<file path="src/rtl/gfp_pkg.sv">
// Shared types and constants for the gradient file parser.
package gfp_pkg;

    // Record kinds
    localparam logic [2:0] KIND_VERSION = 3'd0;
    localparam logic [2:0] KIND_TITLE   = 3'd1;
    localparam logic [2:0] KIND_RGB     = 3'd2;
    localparam logic [2:0] KIND_OPACITY = 3'd3;
    localparam logic [2:0] KIND_ERROR   = 3'd4;

    // Error numbers
    localparam logic [3:0] ERR_NONE      = 4'd0;
    localparam logic [3:0] ERR_MAGIC     = 4'd1;
    localparam logic [3:0] ERR_RGB_CNT   = 4'd2;
    localparam logic [3:0] ERR_RGB_HEAD  = 4'd3;
    localparam logic [3:0] ERR_RGB_Z     = 4'd4;
    localparam logic [3:0] ERR_RGB_MID   = 4'd5;
    localparam logic [3:0] ERR_RGB_PAIR  = 4'd6;
    localparam logic [3:0] ERR_RGB_INIT  = 4'd7;
    localparam logic [3:0] ERR_OP_HDR    = 4'd8;
    localparam logic [3:0] ERR_OP_CNT    = 4'd9;

    // Opacity stop count above which the over-count warning is raised
    localparam logic [7:0] OP_WARN_COUNT = 8'd31;

    typedef struct packed {
        logic [7:0] data_byte;
        logic       start_req;
    } t_in_item;

    typedef struct packed {
        logic [2:0]  kind;
        logic [3:0]  code;
        logic [7:0]  index;
        logic [15:0] position;
        logic [7:0]  midpoint;
        logic [7:0]  red;
        logic [7:0]  green;
        logic [7:0]  blue;
        logic [7:0]  opacity;
        logic [15:0] smoothness;
        logic        last;
    } t_out_item;

    // File magic "8BGR"
    function automatic logic [7:0] magic_byte(input logic [1:0] idx);
        logic [7:0] v;
        unique case (idx)
            2'd0:    v = 8'h38;
            2'd1:    v = 8'h42;
            2'd2:    v = 8'h47;
            default: v = 8'h52;
        endcase
        return v;
    endfunction

endpackage

</file>
<file path="src/rtl/gradient_file_parser.sv">
// Top level of the byte-serial gradient file parser.
//
// Usage:
//   Input channel (i_in_valid / o_in_stall / i_in_data) carries one file byte
//   per item plus a start flag; a start flag of 1 restarts the parser and the
//   byte is taken as the first magic byte.
//   Output channel (o_out_valid / i_out_stall / o_out_data) carries at most
//   one record per input item: version, title byte, rgb stop, opacity stop
//   or error. An error record ends parsing until the next start flag.
// Timing:
//   One item per cycle while the input is not stalled. A record shows up on the output register in the
//   cycle after its input item is accepted; the whole byte update is one
//   pass of logic between the input port and the output register.
// Reset:
//   i_rst_n low clears the parser to the magic stage and empties the output
//   register.
// Stall:
//   While the output register holds a record and i_out_stall is high, the
//   input is stalled; otherwise a new item is taken even if a record is
//   being handed over in the same cycle.
module gradient_file_parser
    import gfp_pkg::*;
(
    input  logic      i_clk,
    input  logic      i_rst_n,
    input  logic      i_in_valid,
    output logic      o_in_stall,
    input  t_in_item  i_in_data,
    output logic      o_out_valid,
    input  logic      i_out_stall,
    output t_out_item o_out_data
);

    typedef enum logic [3:0] {
        PH_MAGIC   = 4'd0,
        PH_VERSION = 4'd1,
        PH_TLEN    = 4'd2,
        PH_TITLE   = 4'd3,
        PH_RGBCNT  = 4'd4,
        PH_RGBSTOP = 4'd5,
        PH_OPHDR   = 4'd6,
        PH_OPSTOP  = 4'd7,
        PH_IDLE    = 4'd8
    } t_phase;

    // Parser state
    t_phase      r_phase,      n_phase;
    logic [4:0]  r_bpos,       n_bpos;
    logic [8:0]  r_remain,     n_remain;
    logic [7:0]  r_stop_total, n_stop_total;
    logic [7:0]  r_stop_num,   n_stop_num;
    logic [63:0] r_hold,       n_hold;
    logic [3:0]  r_pend,       n_pend;
    logic        r_bad_pad,    n_bad_pad;
    logic [7:0]  r_pair_first, n_pair_first;
    logic        r_pair_bad,   n_pair_bad;
    logic [3:0]  r_stop_fault, n_stop_fault;

    // Output register
    logic        r_out_valid;
    t_out_item   r_out_data;
    logic        n_emit;
    t_out_item   n_out;

    logic        w_accept;

    assign o_in_stall  = r_out_valid & i_out_stall;
    assign w_accept    = i_in_valid & ~o_in_stall;
    assign o_out_valid = r_out_valid;
    assign o_out_data  = r_out_data;

    // Byte update: next state and record for the item at the input port
    always_comb begin
        logic [7:0]  b;
        logic [5:0]  e;
        logic [5:0]  i;
        logic        final_stop;
        logic [3:0]  f;
        logic [63:0] h;
        logic [7:0]  idx;
        logic [4:0]  bpos_inc;

        b = i_in_data.data_byte;

        // Start flag restarts the parser before the byte is taken
        if (i_in_data.start_req) begin
            n_phase      = PH_MAGIC;
            n_bpos       = '0;
            n_remain     = '0;
            n_stop_total = '0;
            n_stop_num   = '0;
            n_hold       = '0;
            n_pend       = ERR_NONE;
            n_bad_pad    = 1'b0;
            n_pair_first = '0;
            n_pair_bad   = 1'b0;
            n_stop_fault = ERR_NONE;
        end else begin
            n_phase      = r_phase;
            n_bpos       = r_bpos;
            n_remain     = r_remain;
            n_stop_total = r_stop_total;
            n_stop_num   = r_stop_num;
            n_hold       = r_hold;
            n_pend       = r_pend;
            n_bad_pad    = r_bad_pad;
            n_pair_first = r_pair_first;
            n_pair_bad   = r_pair_bad;
            n_stop_fault = r_stop_fault;
        end

        n_emit     = 1'b0;
        n_out      = '0;
        e          = {1'b0, n_bpos};
        i          = '0;
        final_stop = 1'b0;
        f          = ERR_NONE;
        h          = '0;
        idx        = '0;
        bpos_inc   = n_bpos + 5'd1;

        unique case (n_phase)
            PH_MAGIC: begin
                if (b != magic_byte(n_bpos[1:0])) begin
                    n_pend = ERR_MAGIC;
                end
                n_bpos = bpos_inc;
                if (bpos_inc >= 5'd4) begin
                    n_bpos = '0;
                    if (n_pend != ERR_NONE) begin
                        n_emit     = 1'b1;
                        n_out.kind = KIND_ERROR;
                        n_out.code = n_pend;
                        n_out.last = 1'b1;
                        n_phase    = PH_IDLE;
                    end else begin
                        n_hold  = '0;
                        n_phase = PH_VERSION;
                    end
                end
            end

            PH_VERSION: begin
                n_hold = {32'd0, n_hold[23:0], b};
                n_bpos = bpos_inc;
                if (bpos_inc >= 5'd4) begin
                    n_emit           = 1'b1;
                    n_out.kind       = KIND_VERSION;
                    n_out.position   = n_hold[31:16];
                    n_out.smoothness = n_hold[15:0];
                    n_bpos           = '0;
                    n_hold           = '0;
                    n_phase          = PH_TLEN;
                end
            end

            PH_TLEN: begin
                n_remain   = {1'b0, b} + 9'd1;
                n_stop_num = '0;
                n_phase    = PH_TITLE;
            end

            PH_TITLE: begin
                n_emit      = 1'b1;
                n_out.kind  = KIND_TITLE;
                n_out.index = n_stop_num;
                n_out.red   = b;
                n_stop_num  = n_stop_num + 8'd1;
                n_remain    = n_remain - 9'd1;
                if (n_remain == 9'd0) begin
                    n_phase = PH_RGBCNT;
                end
            end

            PH_RGBCNT: begin
                if (b < 8'd2) begin
                    n_emit     = 1'b1;
                    n_out.kind = KIND_ERROR;
                    n_out.code = ERR_RGB_CNT;
                    n_out.last = 1'b1;
                    n_phase    = PH_IDLE;
                end else begin
                    n_stop_total = b;
                    n_stop_num   = '0;
                    n_pend       = ERR_NONE;
                    n_bpos       = '0;
                    n_hold       = '0;
                    n_pair_first = '0;
                    n_pair_bad   = 1'b0;
                    n_stop_fault = ERR_NONE;
                    n_bad_pad    = 1'b0;
                    n_phase      = PH_RGBSTOP;
                end
            end

            PH_RGBSTOP: begin
                // First stop has no z block: map onto the 20-byte layout
                if (n_stop_num == 8'd0 && e >= 6'd4) begin
                    e = e + 6'd4;
                end
                n_bpos = bpos_inc;
                i      = e - 6'd12;

                priority if (e <= 6'd1) begin
                    if (b != 8'd0 && n_stop_fault == ERR_NONE) n_stop_fault = ERR_RGB_HEAD;
                end else if (e == 6'd2) begin
                    n_hold[15:8] = n_hold[15:8] | b;
                end else if (e == 6'd3) begin
                    n_hold[7:0] = n_hold[7:0] | b;
                end else if (e <= 6'd5) begin
                    if (b != 8'd0 && n_stop_fault == ERR_NONE) n_stop_fault = ERR_RGB_Z;
                end else if (e == 6'd6) begin
                    n_hold[31:24] = n_hold[31:24] | b;
                end else if (e == 6'd7) begin
                    n_hold[23:16] = n_hold[23:16] | b;
                end else if (e <= 6'd10) begin
                    if (b != 8'd0 && n_stop_fault == ERR_NONE) n_stop_fault = ERR_RGB_MID;
                end else if (e == 6'd11) begin
                    n_hold[39:32] = n_hold[39:32] | b;
                end else begin
                    // Colour block: byte pairs, first pair must be zero
                    if (!i[0]) begin
                        n_pair_first = b;
                        if (i == 6'd2) n_hold[47:40] = n_hold[47:40] | b;
                        if (i == 6'd4) n_hold[55:48] = n_hold[55:48] | b;
                        if (i == 6'd6) n_hold[63:56] = n_hold[63:56] | b;
                    end else if (b != n_pair_first) begin
                        n_pair_bad = 1'b1;
                    end
                    if (i == 6'd0 && b != 8'd0) n_bad_pad = 1'b1;
                end

                // Stop complete
                if (e >= 6'd19) begin
                    if (n_stop_fault == ERR_NONE) begin
                        if (n_pair_bad) n_stop_fault = ERR_RGB_PAIR;
                        else if (n_bad_pad) n_stop_fault = ERR_RGB_INIT;
                    end
                    if (n_pend == ERR_NONE) n_pend = n_stop_fault;

                    final_stop = ({1'b0, n_stop_num} + 9'd1) >= {1'b0, n_stop_total};
                    idx        = n_stop_num;
                    f          = n_stop_fault;
                    h          = n_hold;

                    n_stop_num   = n_stop_num + 8'd1;
                    n_bpos       = '0;
                    n_hold       = '0;
                    n_pair_first = '0;
                    n_pair_bad   = 1'b0;
                    n_stop_fault = ERR_NONE;
                    n_bad_pad    = 1'b0;

                    if (final_stop && n_pend != ERR_NONE) begin
                        n_emit     = 1'b1;
                        n_out.kind = KIND_ERROR;
                        n_out.code = n_pend;
                        n_out.last = 1'b1;
                        n_phase    = PH_IDLE;
                    end else begin
                        if (final_stop) n_phase = PH_OPHDR;
                        if (f == ERR_NONE) begin
                            n_emit           = 1'b1;
                            n_out.kind       = KIND_RGB;
                            n_out.index      = idx;
                            n_out.position   = h[31:16];
                            n_out.midpoint   = h[39:32];
                            n_out.red        = h[47:40];
                            n_out.green      = h[55:48];
                            n_out.blue       = h[63:56];
                            n_out.smoothness = h[15:0];
                        end
                    end
                end
            end

            PH_OPHDR: begin
                if (n_bpos < 5'd5) begin
                    if (b != 8'd0) n_pend = ERR_OP_HDR;
                    n_bpos = bpos_inc;
                end else if (n_pend != ERR_NONE) begin
                    n_emit     = 1'b1;
                    n_out.kind = KIND_ERROR;
                    n_out.code = n_pend;
                    n_out.last = 1'b1;
                    n_phase    = PH_IDLE;
                end else if (b < 8'd2) begin
                    n_emit     = 1'b1;
                    n_out.kind = KIND_ERROR;
                    n_out.code = ERR_OP_CNT;
                    n_out.last = 1'b1;
                    n_phase    = PH_IDLE;
                end else begin
                    n_stop_total = b;
                    n_stop_num   = '0;
                    n_bpos       = '0;
                    n_hold       = '0;
                    n_pair_first = '0;
                    n_pair_bad   = 1'b0;
                    n_stop_fault = ERR_NONE;
                    n_bad_pad    = 1'b0;
                    n_phase      = PH_OPSTOP;
                end
            end

            PH_OPSTOP: begin
                n_bpos = bpos_inc;
                priority if (e == 6'd2) begin
                    n_hold[7:0] = n_hold[7:0] | b;
                end else if (e == 6'd7) begin
                    n_hold[15:8] = n_hold[15:8] | b;
                end else if (e == 6'd9) begin
                    n_hold[23:16] = n_hold[23:16] | b;
                end else if (b != 8'd0) begin
                    n_bad_pad = 1'b1;
                end

                if (e >= 6'd9) begin
                    n_emit         = 1'b1;
                    n_out.kind     = KIND_OPACITY;
                    n_out.code     = {2'b00, (n_stop_total > OP_WARN_COUNT), n_bad_pad};
                    n_out.index    = n_stop_num;
                    n_out.position = {8'd0, n_hold[7:0]};
                    n_out.midpoint = n_hold[15:8];
                    n_out.opacity  = n_hold[23:16];
                    if (({1'b0, n_stop_num} + 9'd1) >= {1'b0, n_stop_total}) begin
                        n_out.last = 1'b1;
                        n_phase    = PH_IDLE;
                    end
                    n_stop_num   = n_stop_num + 8'd1;
                    n_bpos       = '0;
                    n_hold       = '0;
                    n_pair_first = '0;
                    n_pair_bad   = 1'b0;
                    n_stop_fault = ERR_NONE;
                    n_bad_pad    = 1'b0;
                end
            end

            default: begin
                // Done or failed: bytes are dropped until the next start flag
            end
        endcase
    end

    // State and output register
    always_ff @(posedge i_clk) begin
        if (!i_rst_n) begin
            r_phase      <= PH_MAGIC;
            r_bpos       <= '0;
            r_remain     <= '0;
            r_stop_total <= '0;
            r_stop_num   <= '0;
            r_hold       <= '0;
            r_pend       <= ERR_NONE;
            r_bad_pad    <= 1'b0;
            r_pair_first <= '0;
            r_pair_bad   <= 1'b0;
            r_stop_fault <= ERR_NONE;
            r_out_valid  <= 1'b0;
        end else begin
            if (w_accept) begin
                r_phase      <= n_phase;
                r_bpos       <= n_bpos;
                r_remain     <= n_remain;
                r_stop_total <= n_stop_total;
                r_stop_num   <= n_stop_num;
                r_hold       <= n_hold;
                r_pend       <= n_pend;
                r_bad_pad    <= n_bad_pad;
                r_pair_first <= n_pair_first;
                r_pair_bad   <= n_pair_bad;
                r_stop_fault <= n_stop_fault;
                r_out_valid  <= n_emit;
            end else if (!i_out_stall) begin
                r_out_valid  <= 1'b0;
            end
        end
    end

    // Record payload; loaded only when a new item is taken
    always_ff @(posedge i_clk) begin
        if (w_accept) begin
            r_out_data <= n_out;
        end
    end

endmodule

</file>
<file path="config.mk">
export PLATFORM = sky130hd
export DESIGN_NAME = gradient_file_parser
export DESIGN_NICKNAME = d
export VERILOG_FILES = /design/src/rtl/gfp_pkg.sv /design/src/rtl/gradient_file_parser.sv
export SDC_FILE = /design/constraint.sdc
export NUM_CORES = 1
export LEC_CHECK = 0
export BUFFER_PORTS_ARGS = -buffer_cell sky130_fd_sc_hd__buf_2
export CELL_PAD_IN_SITES_DETAIL_PLACEMENT = 0
export CELL_PAD_IN_SITES_GLOBAL_PLACEMENT = 1
export CORE_UTILIZATION = 46
export DETAILED_ROUTE_END_ITERATION = 16
export PLACE_DENSITY_LB_ADDON = 0.05
export SLEW_MARGIN = 25
export SYNTH_ARGS = -nofsm -noshare
export SYNTH_HDL_FRONTEND = slang
export SYNTH_SLANG_ARGS = --single-unit
</file>
<file path="constraint.sdc">
create_clock -name i_clk -period 6.48 [get_ports i_clk]
set_input_delay 0.972 -clock i_clk [delete_from_list [all_inputs] [get_ports i_clk]]
set_output_delay 0.972 -clock i_clk [all_outputs]
set_load 0.05 [all_outputs]
</file>
# Word-level counts from Yosys, hierarchy flattened
# Cells that the tools add are included.
[op_classes]
div = 0
magnitude_cmp = 11
n_addsub = 7
muxes = 206
n_eq_ne = 23
n_reduce_logical = 20
shifts = 0
n_bitwise = 14
mul = 0
[ops]
columns = ["cell", "count"]
rows = [
  ["2-to-1 mux 64 bit", 9],
  ["one-hot mux 64 bit (6 select lines)", 1],
  ["2-to-1 mux 8 bit", 40],
  ["2-to-1 mux 4 bit", 47],
  ["2-to-1 mux 48 bit", 3],
  ["2-to-1 mux 32 bit", 4],
  ["2-to-1 mux 56 bit", 2],
  ["2-to-1 mux 16 bit", 5],
  ["bitwise OR 8 bit", 8],
  ["2-to-1 mux 63 bit", 1],
  ["2-to-1 mux 1 bit", 52],
  ["2-to-1 mux 24 bit", 2],
  ["one-hot mux 16 bit (3 select lines)", 1],
  ["one-hot mux 8 bit (2 select lines)", 3],
  ["one-hot mux 8 bit (6 select lines)", 1],
  ["2-to-1 mux 7 bit", 6],
  ["2-to-1 mux 38 bit", 1],
  ["2-to-1 mux 5 bit", 7],
  ["one-hot mux 16 bit (2 select lines)", 1],
  ["one-hot mux 4 bit (4 select lines)", 2],
  ["one-hot mux 4 bit (8 select lines)", 1],
  ["one-hot mux 8 bit (4 select lines)", 1],
  ["one-hot mux 5 bit (5 select lines)", 1],
  ["equality test 6 x 3 -> 1 bit, second input constant", 4],
  ["other kinds (54)", 78],
]
[word_totals]
out_inout_bits = 90
latch_bits = 0
ff_bits = 205
mem_bits_rw = 0
word_cells = 304
rom_bits = 0
input_bits = 13
mem_count = 0

# Depth between registers and ports, before layout
# Gate-level depths: netlist of the first run.
[depth]
ltp_word = 32
mapped_depth = 20
depth_no_buf = 16

# Least setup slack after synthesis of the first run
# OpenSTA, ideal clock, no wires.
[synth_timing]
path_kind = "in2reg"
startpoint = "input i_in_data[0] in the netlist's numbering"
endpoint = "register r_hold[33]"
required_ps = 6365
setup_slack_ps = 1162
n_path_buf = 7
path_stages = 19
setup_time_ps = 115
arrival_ps = 5203
path_cell_list = "inv_1 clkbuf_1 clkbuf_1 clkbuf_1 buf_1 clkbuf_1 nand2_1 ha_1 nor2_1 nand4b_1 a2111oi_0 a41oi_1 or3_1 clkbuf_1 nand2_1 buf_1 nand2_1 o2bb2ai_1 and2_1"
[synth_via]
elab_chain_cells = 16
word_cells_on_any_way = 57
cone_classes = "add/sub (2); order compare (8); eq/ne (13); mux (27); bitwise (1); reduce/logical (6)"
[synth_rtl]
columns = ["element", "line", "text"]
rows = [
  ["from (decl)", "gradient_file_parser.sv:28", "input t_in_item i_in_data,"],
  ["branches (longest 15 deep; another with less-or-equal comparator 6 x 4 -> 1 bit)", "n/a", ""],
  ["one-hot mux 64 bit (6 select lines) (*)", "gradient_file_parser.sv:122", "unique case (n_phase)"],
  ["to (signal assigned)", "gradient_file_parser.sv:368", "r_hold <= n_hold;"],
  ["to (decl)", "gradient_file_parser.sv:52", "logic [63:0] r_hold, n_hold;"],
]
# Mark *: on every way between the ends. The select of a mux whose other input is x is not followed.
# A chain may end at the register's enable or synchronous reset.

==> metrics.txt, run 1 <==
Post-synth top cells=175 x nand2_1, 164 x nor2_1, 129 x a21oi_1; # DRC=0; Peak VDD IR=0.000196 V; Core ar.=roughly 25,000 um2; unrepaired setup endpoints after global routing=false; Synth Register Bits=205; global-route wire length before repair=67.3 mm; crit path max fanout=43; All-Layer GR Usage=around 33%; Hold Vio Cnt, Final=0; count leader, synth=nand2_1; initial antenna violation count=0; syn_nets=1,474; cell taking the most area after synthesis=edfxtp_1; Starting Density=a little under half; R2R setup slack=1490 ps; hold buffers post-CTS=0; number of synthesized flops with an enable pin=88; vias in the first global route=roughly 11,000; DRT iter0 DRCs=1,254; relative slew slack=a little over a third; static leakage=4.81 nW; total CTS buffers=24; gpl congestion=0.970; worst slack, placed=1010 ps; clk_lat worst skew=530 ps; fmax=around 200 MHz; Hold Path Sink=r_hold[37]$_SDFFE_PN0P_; I/O pin cnt=between 100 and 150; Primary FF master, synth=dfxtp_1; CTS tree=built; Area growth, synth to finish=12.5%; met2 wire length=19.2 mm; std cell rows=58; Worst-Margin Slew=960 ps; Top Layer Used=met4; die area=26,700 um2; RR Endpoint=o_out_data[57]$_DFFE_PP_; area post-placement=12,800 um2; FF-to-FF Start=r_bpos[2]$_SDFFE_PN0P_; DRT met1 WL=20.0 mm; share of layout cells above drive strength 1=between 10% and 20%; largest net degree at the start of global routing=between 100 and 150; PortBufs=102; CTS H-tree depth=1; period utilization=77.8%; ANT nets after route=0; Setup TNS Final=0 ps; clk_skew=14.1 ps; post-synth cell types=81; asr flop ratio synth=0%; Register-to-Register Path Depth=12; grt total ovfl=0; hold path depth=2; CP Class=in -> reg; Max Cap Violations=0; Post-Syn Area=12,000 um2; PD cells=between 200 and 250 nW/um2; Avg WL per Cell=24.4 um; setup violators final=0; Syn. warnings=0; HP Class=reg -> reg; Worst Setup Slack, final=1440 ps; CTS Root Buffer Type=clkbuf_16; average size of a mapped cell=8.34 um2; crit end category=flip-flop; overall die height=163 um; HP Start=r_hold[37]$_SDFFE_PN0P_; Via Count=~12,000; sequential share of the synthesized area=41.6%; total setup buffers inserted after CTS=0; DP Wirelength=29.6 mm; ranking of synthesized cells by area=edfxtp_1 22%, dfxtp_1 20%, nand2_1 5.5%; Startpoint Class=input pin; Via-to-Cell Ratio=6.49; die width=163 um; Final #Nets=about 1,500; top cell type's share of synthesized area=22.1%; Tmin final=5040 ps; run status=finished clean; Slew Viols, Final=0; maximum buffer depth of the clock tree=3; Num Clock Sinks=205; final WL=45.0 mm; met3 routed wirelength=3.82 mm; WP data arrival=between 5000 and 6000 ps; post-cts gate resize count=0; Worst-path clk slew=60 ps; Mapped Cells=~1,400; final instance area=13,500 um2; Crit path required time=6730 ps; ant diodes=0; first-pass detailed-route iteration total=5
==> metal layers <==
metal  track usage (%)  up-vias
li1                  -     5471
met1              46.0     5757
met2              50.0      593
met3              6.73      119
met4              13.8        0
met5                 0        -
==> worst max-delay path, cell delays in order <==
cell	delay [ps]
buf_2	400
inv_2	150
buf_4	250
nand2_1	160
ha_1	230
nand2_1	130
a31o_2	310
o32ai_2	470
a32oi_1	290
o221a_2	390
nor3_1	530
nor3_1	190
nand2_1	110
buf_4	440
o21ai_0	220
==> flip-flops by register name, indices dropped and copies added (netlist names) <==
signal	cells
r_stop_fault	4
r_pend	4
r_pair_bad	1
r_phase	4
r_hold	64
r_bpos	5
r_bad_pad	1
r_remain	9
r_stop_total	8
r_pair_first	8
r_stop_num	8
o_out_valid	1
o_out_data	88
==> power breakdown <==
part           internal (mW)  total (mW)  switching (mW)
clock network          0.719        1.27           0.549
logic                  0.110       0.471           0.361
registers               1.38        1.41          0.0277
==> worst max-delay path by stage <==
stage,start,endpoint
final,i_in_data[0],o_out_data[57]$_DFFE_PP_
after detailed placement,i_in_data[0],o_out_data[73]$_DFFE_PP_
after floorplan,i_in_data[0],r_hold[33]$_SDFFE_PN0P_
after global routing,i_in_data[0],o_out_data[75]$_DFFE_PP_
after CTS,i_in_data[0],o_out_data[73]$_DFFE_PP_
after global placement,i_in_data[0],o_out_data[73]$_DFFE_PP_
==> area by class of cell <==
| cell class | count | area (um2) |
|---|---|---|
| inverter | 23 | 91.3 |
| sequential | 205 | 4980 |
| clock inverter | 7 | 32.5 |
| fill | 2454 | 11900 |
| clock buffer | 37 | 681 |
| tap | 330 | 413 |
| timing repair buffer | 141 | 803 |
| multi-input combinational | 1096 | 6470 |
==> stage by stage <==
step / hold slack, ps / power, mW / util [%] / cells
final: 462 / 3.15 / 53.2 / 1839
after global routing: 493 / 3.23 / 53.2 / 1839
after CTS: 463 / 3.15 / 53.2 / 1839
after detailed placement: 456 / 1.90 / 50.4 / 1795
after global placement: 445 / 1.90 / 50.4 / 1795
after floorplan: 437 / 1.75 / - / 1437
==> cells in the final DEF, fill, tap and decap left out, types with 28 or more instances in the layout <==
master,instances
buf_4,39
o21ai_0,107
dfxtp_1,117
nor3_1,28
edfxtp_1,88
a22oi_1,54
nor2b_1,36
o22ai_1,37
buf_2,102
nor2_1,163
nand2_1,174
a21oi_1,128
==> kinds of logic after synthesis <==
| group | count (synthesis) | share of synthesized area [%] |
|---|---|---|
| AO/OA/AOI/OAI | 534 | 29.8 |
| AND/OR/NAND/NOR | 515 | 19.9 |
| flip-flops | 205 | 41.6 |
| buffers and inverters | 136 | 4.45 |
| adder cells (fa/ha/maj) | 24 | 2.51 |
| XOR/XNOR | 23 | 1.68 |
Note: power is estimated with default switching activity, not from simulation.
==> run 2: changes to the inputs <==
--- a/config.mk
+++ b/config.mk
@@ -8,7 +8,7 @@
 export BUFFER_PORTS_ARGS = -buffer_cell sky130_fd_sc_hd__buf_2
 export CELL_PAD_IN_SITES_DETAIL_PLACEMENT = 0
 export CELL_PAD_IN_SITES_GLOBAL_PLACEMENT = 1
-export CORE_UTILIZATION = 46
+export CORE_UTILIZATION = 41
 export DETAILED_ROUTE_END_ITERATION = 16
 export PLACE_DENSITY_LB_ADDON = 0.05
 export SLEW_MARGIN = 25
==> constraint.sdc (replaced) <==
create_clock -name i_clk -period 4.2 [get_ports i_clk]
set_input_delay 0.63 -clock i_clk [delete_from_list [all_inputs] [get_ports i_clk]]
set_output_delay 0.63 -clock i_clk [all_outputs]
set_load 0.05 [all_outputs]
==> run 2 against run 1 <==
  * Die area up 12%
  * Global-route usage down 1.9 points
  * Core utilization down 3.2 points
  * First-iteration DRC count up 0.40%
  * Clock power up 79%
  * Register-to-register slack worse by 1100 ps
  * Flip-flop and latch count unchanged
  * Final cell count up 7.6%
  * Power up 66%
  * Sequential power up 55%
  * Worst setup slack worse by 1000 ps
==> metrics.txt, run 2 (synthesized netlist as in run 1, its figures left out) <==
initial antenna violation count=0; static leakage=roughly 5.3 nW; most common cell after layout, fill and taps aside=nand2_1; std cell rows=a little over 60; WP data arrival=approximately 4200 ps; Slew Viols, Final=0; Via Count=roughly 12,000; Hold Vio Cnt, Final=0; HP Start=r_hold[37]$_SDFFE_PN0P_; Startpoint Class=flip-flop; first-pass detailed-route iteration total=7; Core Util, Final=50.0%; period utilization=90.2%; CTS Root Buffer Type=clkbuf_16; overall power=5.24 mW; Peak VDD IR=0.000307 V; CP dominant cell by count=buf_4; crit path max fanout=13; Crit path required time=4600 ps; Worst-Margin Slew=1050 ps; Max Cap Violations=0; grt total ovfl=0; Avg WL per Cell=24.3 um; total CTS buffers=25; # DRC=0; DP Wirelength=33.9 mm; slowest CP cell=a2111oi_4; setup violators final=0; vias in the first global route=around 12,000; share of layout cells above drive strength 1=between 10% and 20%; worst path cell trace=nor2b_1 -> inv_1 -> ha_1 -> or3b_1 -> o21ai_4 -> o211ai_2 -> a221o_1 -> o41ai_4 -> o32ai_2 -> buf_4 -> a2111oi_4 -> buf_4 -> a32o_1; ANT nets after route=0; slowest stage delay, CP=500 ps; gpl congestion=0.936; PD cells=366 nW/um2; global-route wire length before repair=72.3 mm; overall die height=173 um; Num Clock Sinks=roughly 210; CTS tree=built; Setup crit start=r_stop_num[0]$_SDFFE_PN0P_; worst slack, placed=about 15 ps; maximum buffer depth of the clock tree=3; Worst Setup Slack, final=411 ps; HP Class=reg -> reg; clk_skew=about 10 ps; Area growth, synth to finish=19.7%; FILL cells=2,842; final WL=48.0 mm; crit end category=flip-flop; hold buffers post-CTS=0; FF-to-FF Start=r_stop_num[0]$_SDFFE_PN0P_; PortBufs=102; Starting Density=a little over two fifths; CP Class=reg -> reg; most frequent cells in the layout=174 x nand2_1, 164 x nor2_1, 129 x a21oi_1; area occupied by multi-input gates=6500 um2; Largest register FFs=88; die width=173 um; die area=29,900 um2; Core ar.=28,700 um2; DRT iter0 DRCs=1,259; fmax=264 MHz; total setup buffers inserted after CTS=0; Worst-path clk slew=60 ps; largest net degree at the start of global routing=81; I/O pin cnt=a little over 100; clk_lat worst skew=540 ps; Tmin final=3790 ps; Final #Nets=1,611; post-cts gate resize count=0; Via-to-Cell Ratio=between 6 and 7; CTS H-tree depth=1; relative slew slack=29.8%; CP Buf/Inv Count=3; register area=4980 um2; All-Layer GR Usage=between 30% and 40%; unrepaired setup endpoints after global routing=false; crit-path leading delay family=compound AO/OA/AOI/OAI gates; run status=finished clean
run 2: cell types whose count changed in the layout (fill, tap and decap cells not counted), moves of 2 or more:
cell	delta
clkinv_2	-2
buf_4	+83
bufinv_16	+4
clkbuf_1	-4
run 2: cell type report:
class                      count  area share, %
inverter                      23          0.637
sequential                   205           34.8
tap                          384           3.35
timing repair buffer         223           9.91
antenna                        1         0.0175
clock inverter                12           1.25
clock buffer                  34           4.74
multi-input combinational   1096           45.3
run 2: path summary, 6_finish.rpt:
path / slack, ps / cells past startpoint / end
worst max register to register: 410 / 13 / o_out_data[65]$_DFFE_PP_
worst max-delay path: 410 / 13 / o_out_data[65]$_DFFE_PP_
worst min-delay path: 460 / 2 / r_hold[37]$_SDFFE_PN0P_
worst min register to register: 460 / 2 / r_hold[37]$_SDFFE_PN0P_
run 2: power by group:
group	switching, mW	internal, mW	total (mW)
clock	0.889	1.38	2.27
combinational	0.576	0.217	0.793
sequential	0.0420	2.14	2.18
total	1.51	3.74	5.24
run 2: metal layers:
| metal | GRT usage, % | wire length, um | vias to the layer above |
|---|---|---|---|
| met3 | 5.10 | 3450 | 111 |
| met1 | 42.8 | 20900 | 6101 |
| met4 | 11.2 | 1740 | 0 |
| met2 | 50.1 | 22000 | 558 |
| li1 | - | - | 5667 |
| met5 | 0 | 0 | - |
run 2: metrics by stage:
step	area, um2	hold slack (ps)	cells	TNS [ps]
after CTS	14300	458	1977	0
after floorplan	12000	437	1437	-110
after global placement	13500	444	1931	0
after global routing	14300	483	1977	0
final	14300	458	1978	0
after detailed placement	13500	449	1931	0
run 2: worst min-delay path: stages, from the launching register on:
cell	delay, ps
dfxtp_1	310
nand2_1	50
a21oi_1	50
==> run 3: changes to the inputs <==
--- a/config.mk
+++ b/config.mk
@@ -8,8 +8,10 @@
 export BUFFER_PORTS_ARGS = -buffer_cell sky130_fd_sc_hd__buf_2
 export CELL_PAD_IN_SITES_DETAIL_PLACEMENT = 0
 export CELL_PAD_IN_SITES_GLOBAL_PLACEMENT = 1
+export CORE_MARGIN = 2
 export CORE_UTILIZATION = 41
 export DETAILED_ROUTE_END_ITERATION = 16
+export GPL_TIMING_DRIVEN = 0
 export PLACE_DENSITY_LB_ADDON = 0.05
 export SLEW_MARGIN = 25
 export SYNTH_ARGS = -nofsm -noshare
==> run 3 against run 2 <==
  * Via count up 3.6%
  * Sequential power about the same
  * Critical endpoint is now o_out_data[0]$_DFFE_PP_
  * Worst setup slack worse by 290 ps
  * Sequential share of layout area down 0.70 points
  * Fmax down 7.1%
==> metrics.txt, run 3 (synthesized netlist as in run 1, its figures left out) <==
run status=finished clean; DRT iter0 DRCs=1,541; fin cells=just under 2,000; crit path max fanout=10; die width=175 um; Setup TNS Final=0 ps; register share of total power=40.3%; HP Start=r_hold[37]$_SDFFE_PN0P_; slowest stage delay, CP=480 ps; total CTS buffers=25; Core ar.=28,700 um2; hold buffers post-CTS=0; Via Count=between 10,000 and 15,000; PortBufs=100; overall die height=~170 um; Max Cap Violations=0; vias in the first global route=12,400; unrepaired setup endpoints after global routing=false; Post-Place Cells=1,924; Largest register FFs=88; WP data arrival=4470 ps; All-Layer GR Usage=a little over a third; DP Wirelength=~40 mm; RR Endpoint=r_hold[33]$_SDFFE_PN0P_; crit end category=flip-flop; gpl congestion=approximately 0.99; setup violators final=0; largest net degree at the start of global routing=84; Worst-Margin Slew=1190 ps; CTS Root Buffer Type=clkbuf_16; CP dominant cell by count=clkbuf_2; relative slew slack=20.4%; Peak VDD IR=0.000283 V; static leakage=5.20 nW; most common cell after layout, fill and taps aside=nand2_1; Worst-path clk slew=60 ps; sw frac=between 30 and 40%; Tmin final=4080 ps; worst slack, placed=-2510 ps; Slew Viols, Final=0; CTS tree=built; # DRC=0; die area=30,600 um2; Via-to-Cell Ratio=6.47; CP Class=in -> reg; initial antenna violation count=0; internal power=~3.8 mW; global-route wire length before repair=81.4 mm; Hold Vio Cnt, Final=0; std cell rows=62; fmax=245 MHz; Hold Path Sink=r_hold[37]$_SDFFE_PN0P_; final instance area=14,600 um2; grt total ovfl=0; Area growth, synth to finish=22.2%; Worst Setup Slack, final=120 ps; area post-placement=about 13,000 um2; Crit path required time=4590 ps; clk_lat worst skew=560 ps; maximum buffer depth of the clock tree=3; most frequent cells in the layout=170 x nand2_1, 156 x nor2_1, 127 x a21oi_1; CTS H-tree depth=1; combinational power share=16.2%; Num Clock Sinks=205; ANT nets after route=0; ant diodes=0; FILL cells=2,813; Net Sw Power=approximately 1.6 mW; power share of the clock group=43.5%; final WL=55.9 mm; PD cells=368 nW/um2; worst path cell trace=buf_6 -> clkbuf_16 -> buf_8 -> buf_12 -> clkbuf_2 -> clkbuf_2 -> clkbuf_2 -> nor2_1 -> ha_1 -> a41oi_1 -> o21ai_2 -> nand3_1 -> o21ai_2 -> o21bai_4; Register-to-Register Path Depth=11; share of layout cells above drive strength 1=17.6%; Starting Density=a little over two fifths; FF-to-FF Start=r_bpos[2]$_SDFFE_PN0P_; Startpoint Class=input pin; hold path depth=2; I/O pin cnt=a little over 100; period utilization=97.1%; HP Class=reg -> reg; Core Util, Final=51.0%; Avg WL per Cell=roughly 28 um; Final #Nets=1,624; slowest CP cell=o21ai_2; first-pass detailed-route iteration total=6; clk_skew=28.6 ps; R2R setup slack=~300 ps
## run 3: cell types whose count changed in the layout (fill, tap and decap cells not counted), sizes merged
cell,delta
inv,+2
diode,-1
clkinvlp,+3
buf,-73
clkbuf,+80
bufinv,+1
## run 3: critical path: cells and delay by family
family / cells / cell delay [ps]
adders and majority gates: 1 / 300
and+or+nand+nor: 2 / 510
AOI/OAI and AO/OA: 4 / 1220
buffers and inverters: 7 / 1790
## run 3: metal layers
metal | up-vias | track usage (%) | share of wire [%]
met3 | 172 | 5.70 | 9.4
met4 | 0 | 17.8 | 5.6
met1 | 6252 | 47.7 | 40
met5 | - | 0 | 0
met2 | 761 | 56.4 | 45
li1 | 5696 | - | -
## run 3: metrics by stage
step	hold slack, ps	power, mW
CTS	456	5.36
detailed placement	447	3.00
global route	469	5.52
global placement	444	3.00
floorplan	437	2.71
finish	456	5.38
## run 3: worst max path at each step
stage	startpoint	endpoint	slack, ps	cells after the start
floorplan	i_in_data[0]	o_out_data[65]$_DFFE_PP_	-20	17
global placement	i_in_data[0]	o_out_data[38]$_SDFFCE_PP0P_	-2940	18
detailed placement	i_in_data[0]	o_out_data[34]$_SDFFCE_PP0P_	-2510	18
CTS	i_in_data[0]	o_out_data[0]$_DFFE_PP_	4	18
global route	i_in_data[0]	o_out_data[0]$_DFFE_PP_	20	18
finish	i_in_data[0]	o_out_data[0]$_DFFE_PP_	120	14
## run 3: final cells by class
cell class                 count  area [um2]  area share (%)
buffer                       107         604            4.13
timing repair buffer         129         772            5.28
sequential                   205        4980            34.1
multi-input combinational   1096        6820            46.6
tap                          384         480            3.28
clock buffer                  28         637            4.35
clock inverter                18         244            1.67
inverter                      23        88.8           0.607
## run 3: power groups by stage
stage | Sequential (mW) | Combinational (mW) | Clock (mW)
floorplan | 2.33 | 0.376 | 0
global placement | 2.21 | 0.784 | 0
detailed placement | 2.21 | 0.788 | 0
CTS | 2.17 | 0.830 | 2.36
global route | 2.18 | 0.904 | 2.44
finish | 2.17 | 0.873 | 2.34
## run 3: timing repair
item / CTS / global route
gates resized for setup: 90 / 29
gates cloned: 0 / 1
endpoints found under the setup margin: 187 / 152
pin swaps: 11 / 10
buffers inserted: 13 / 12
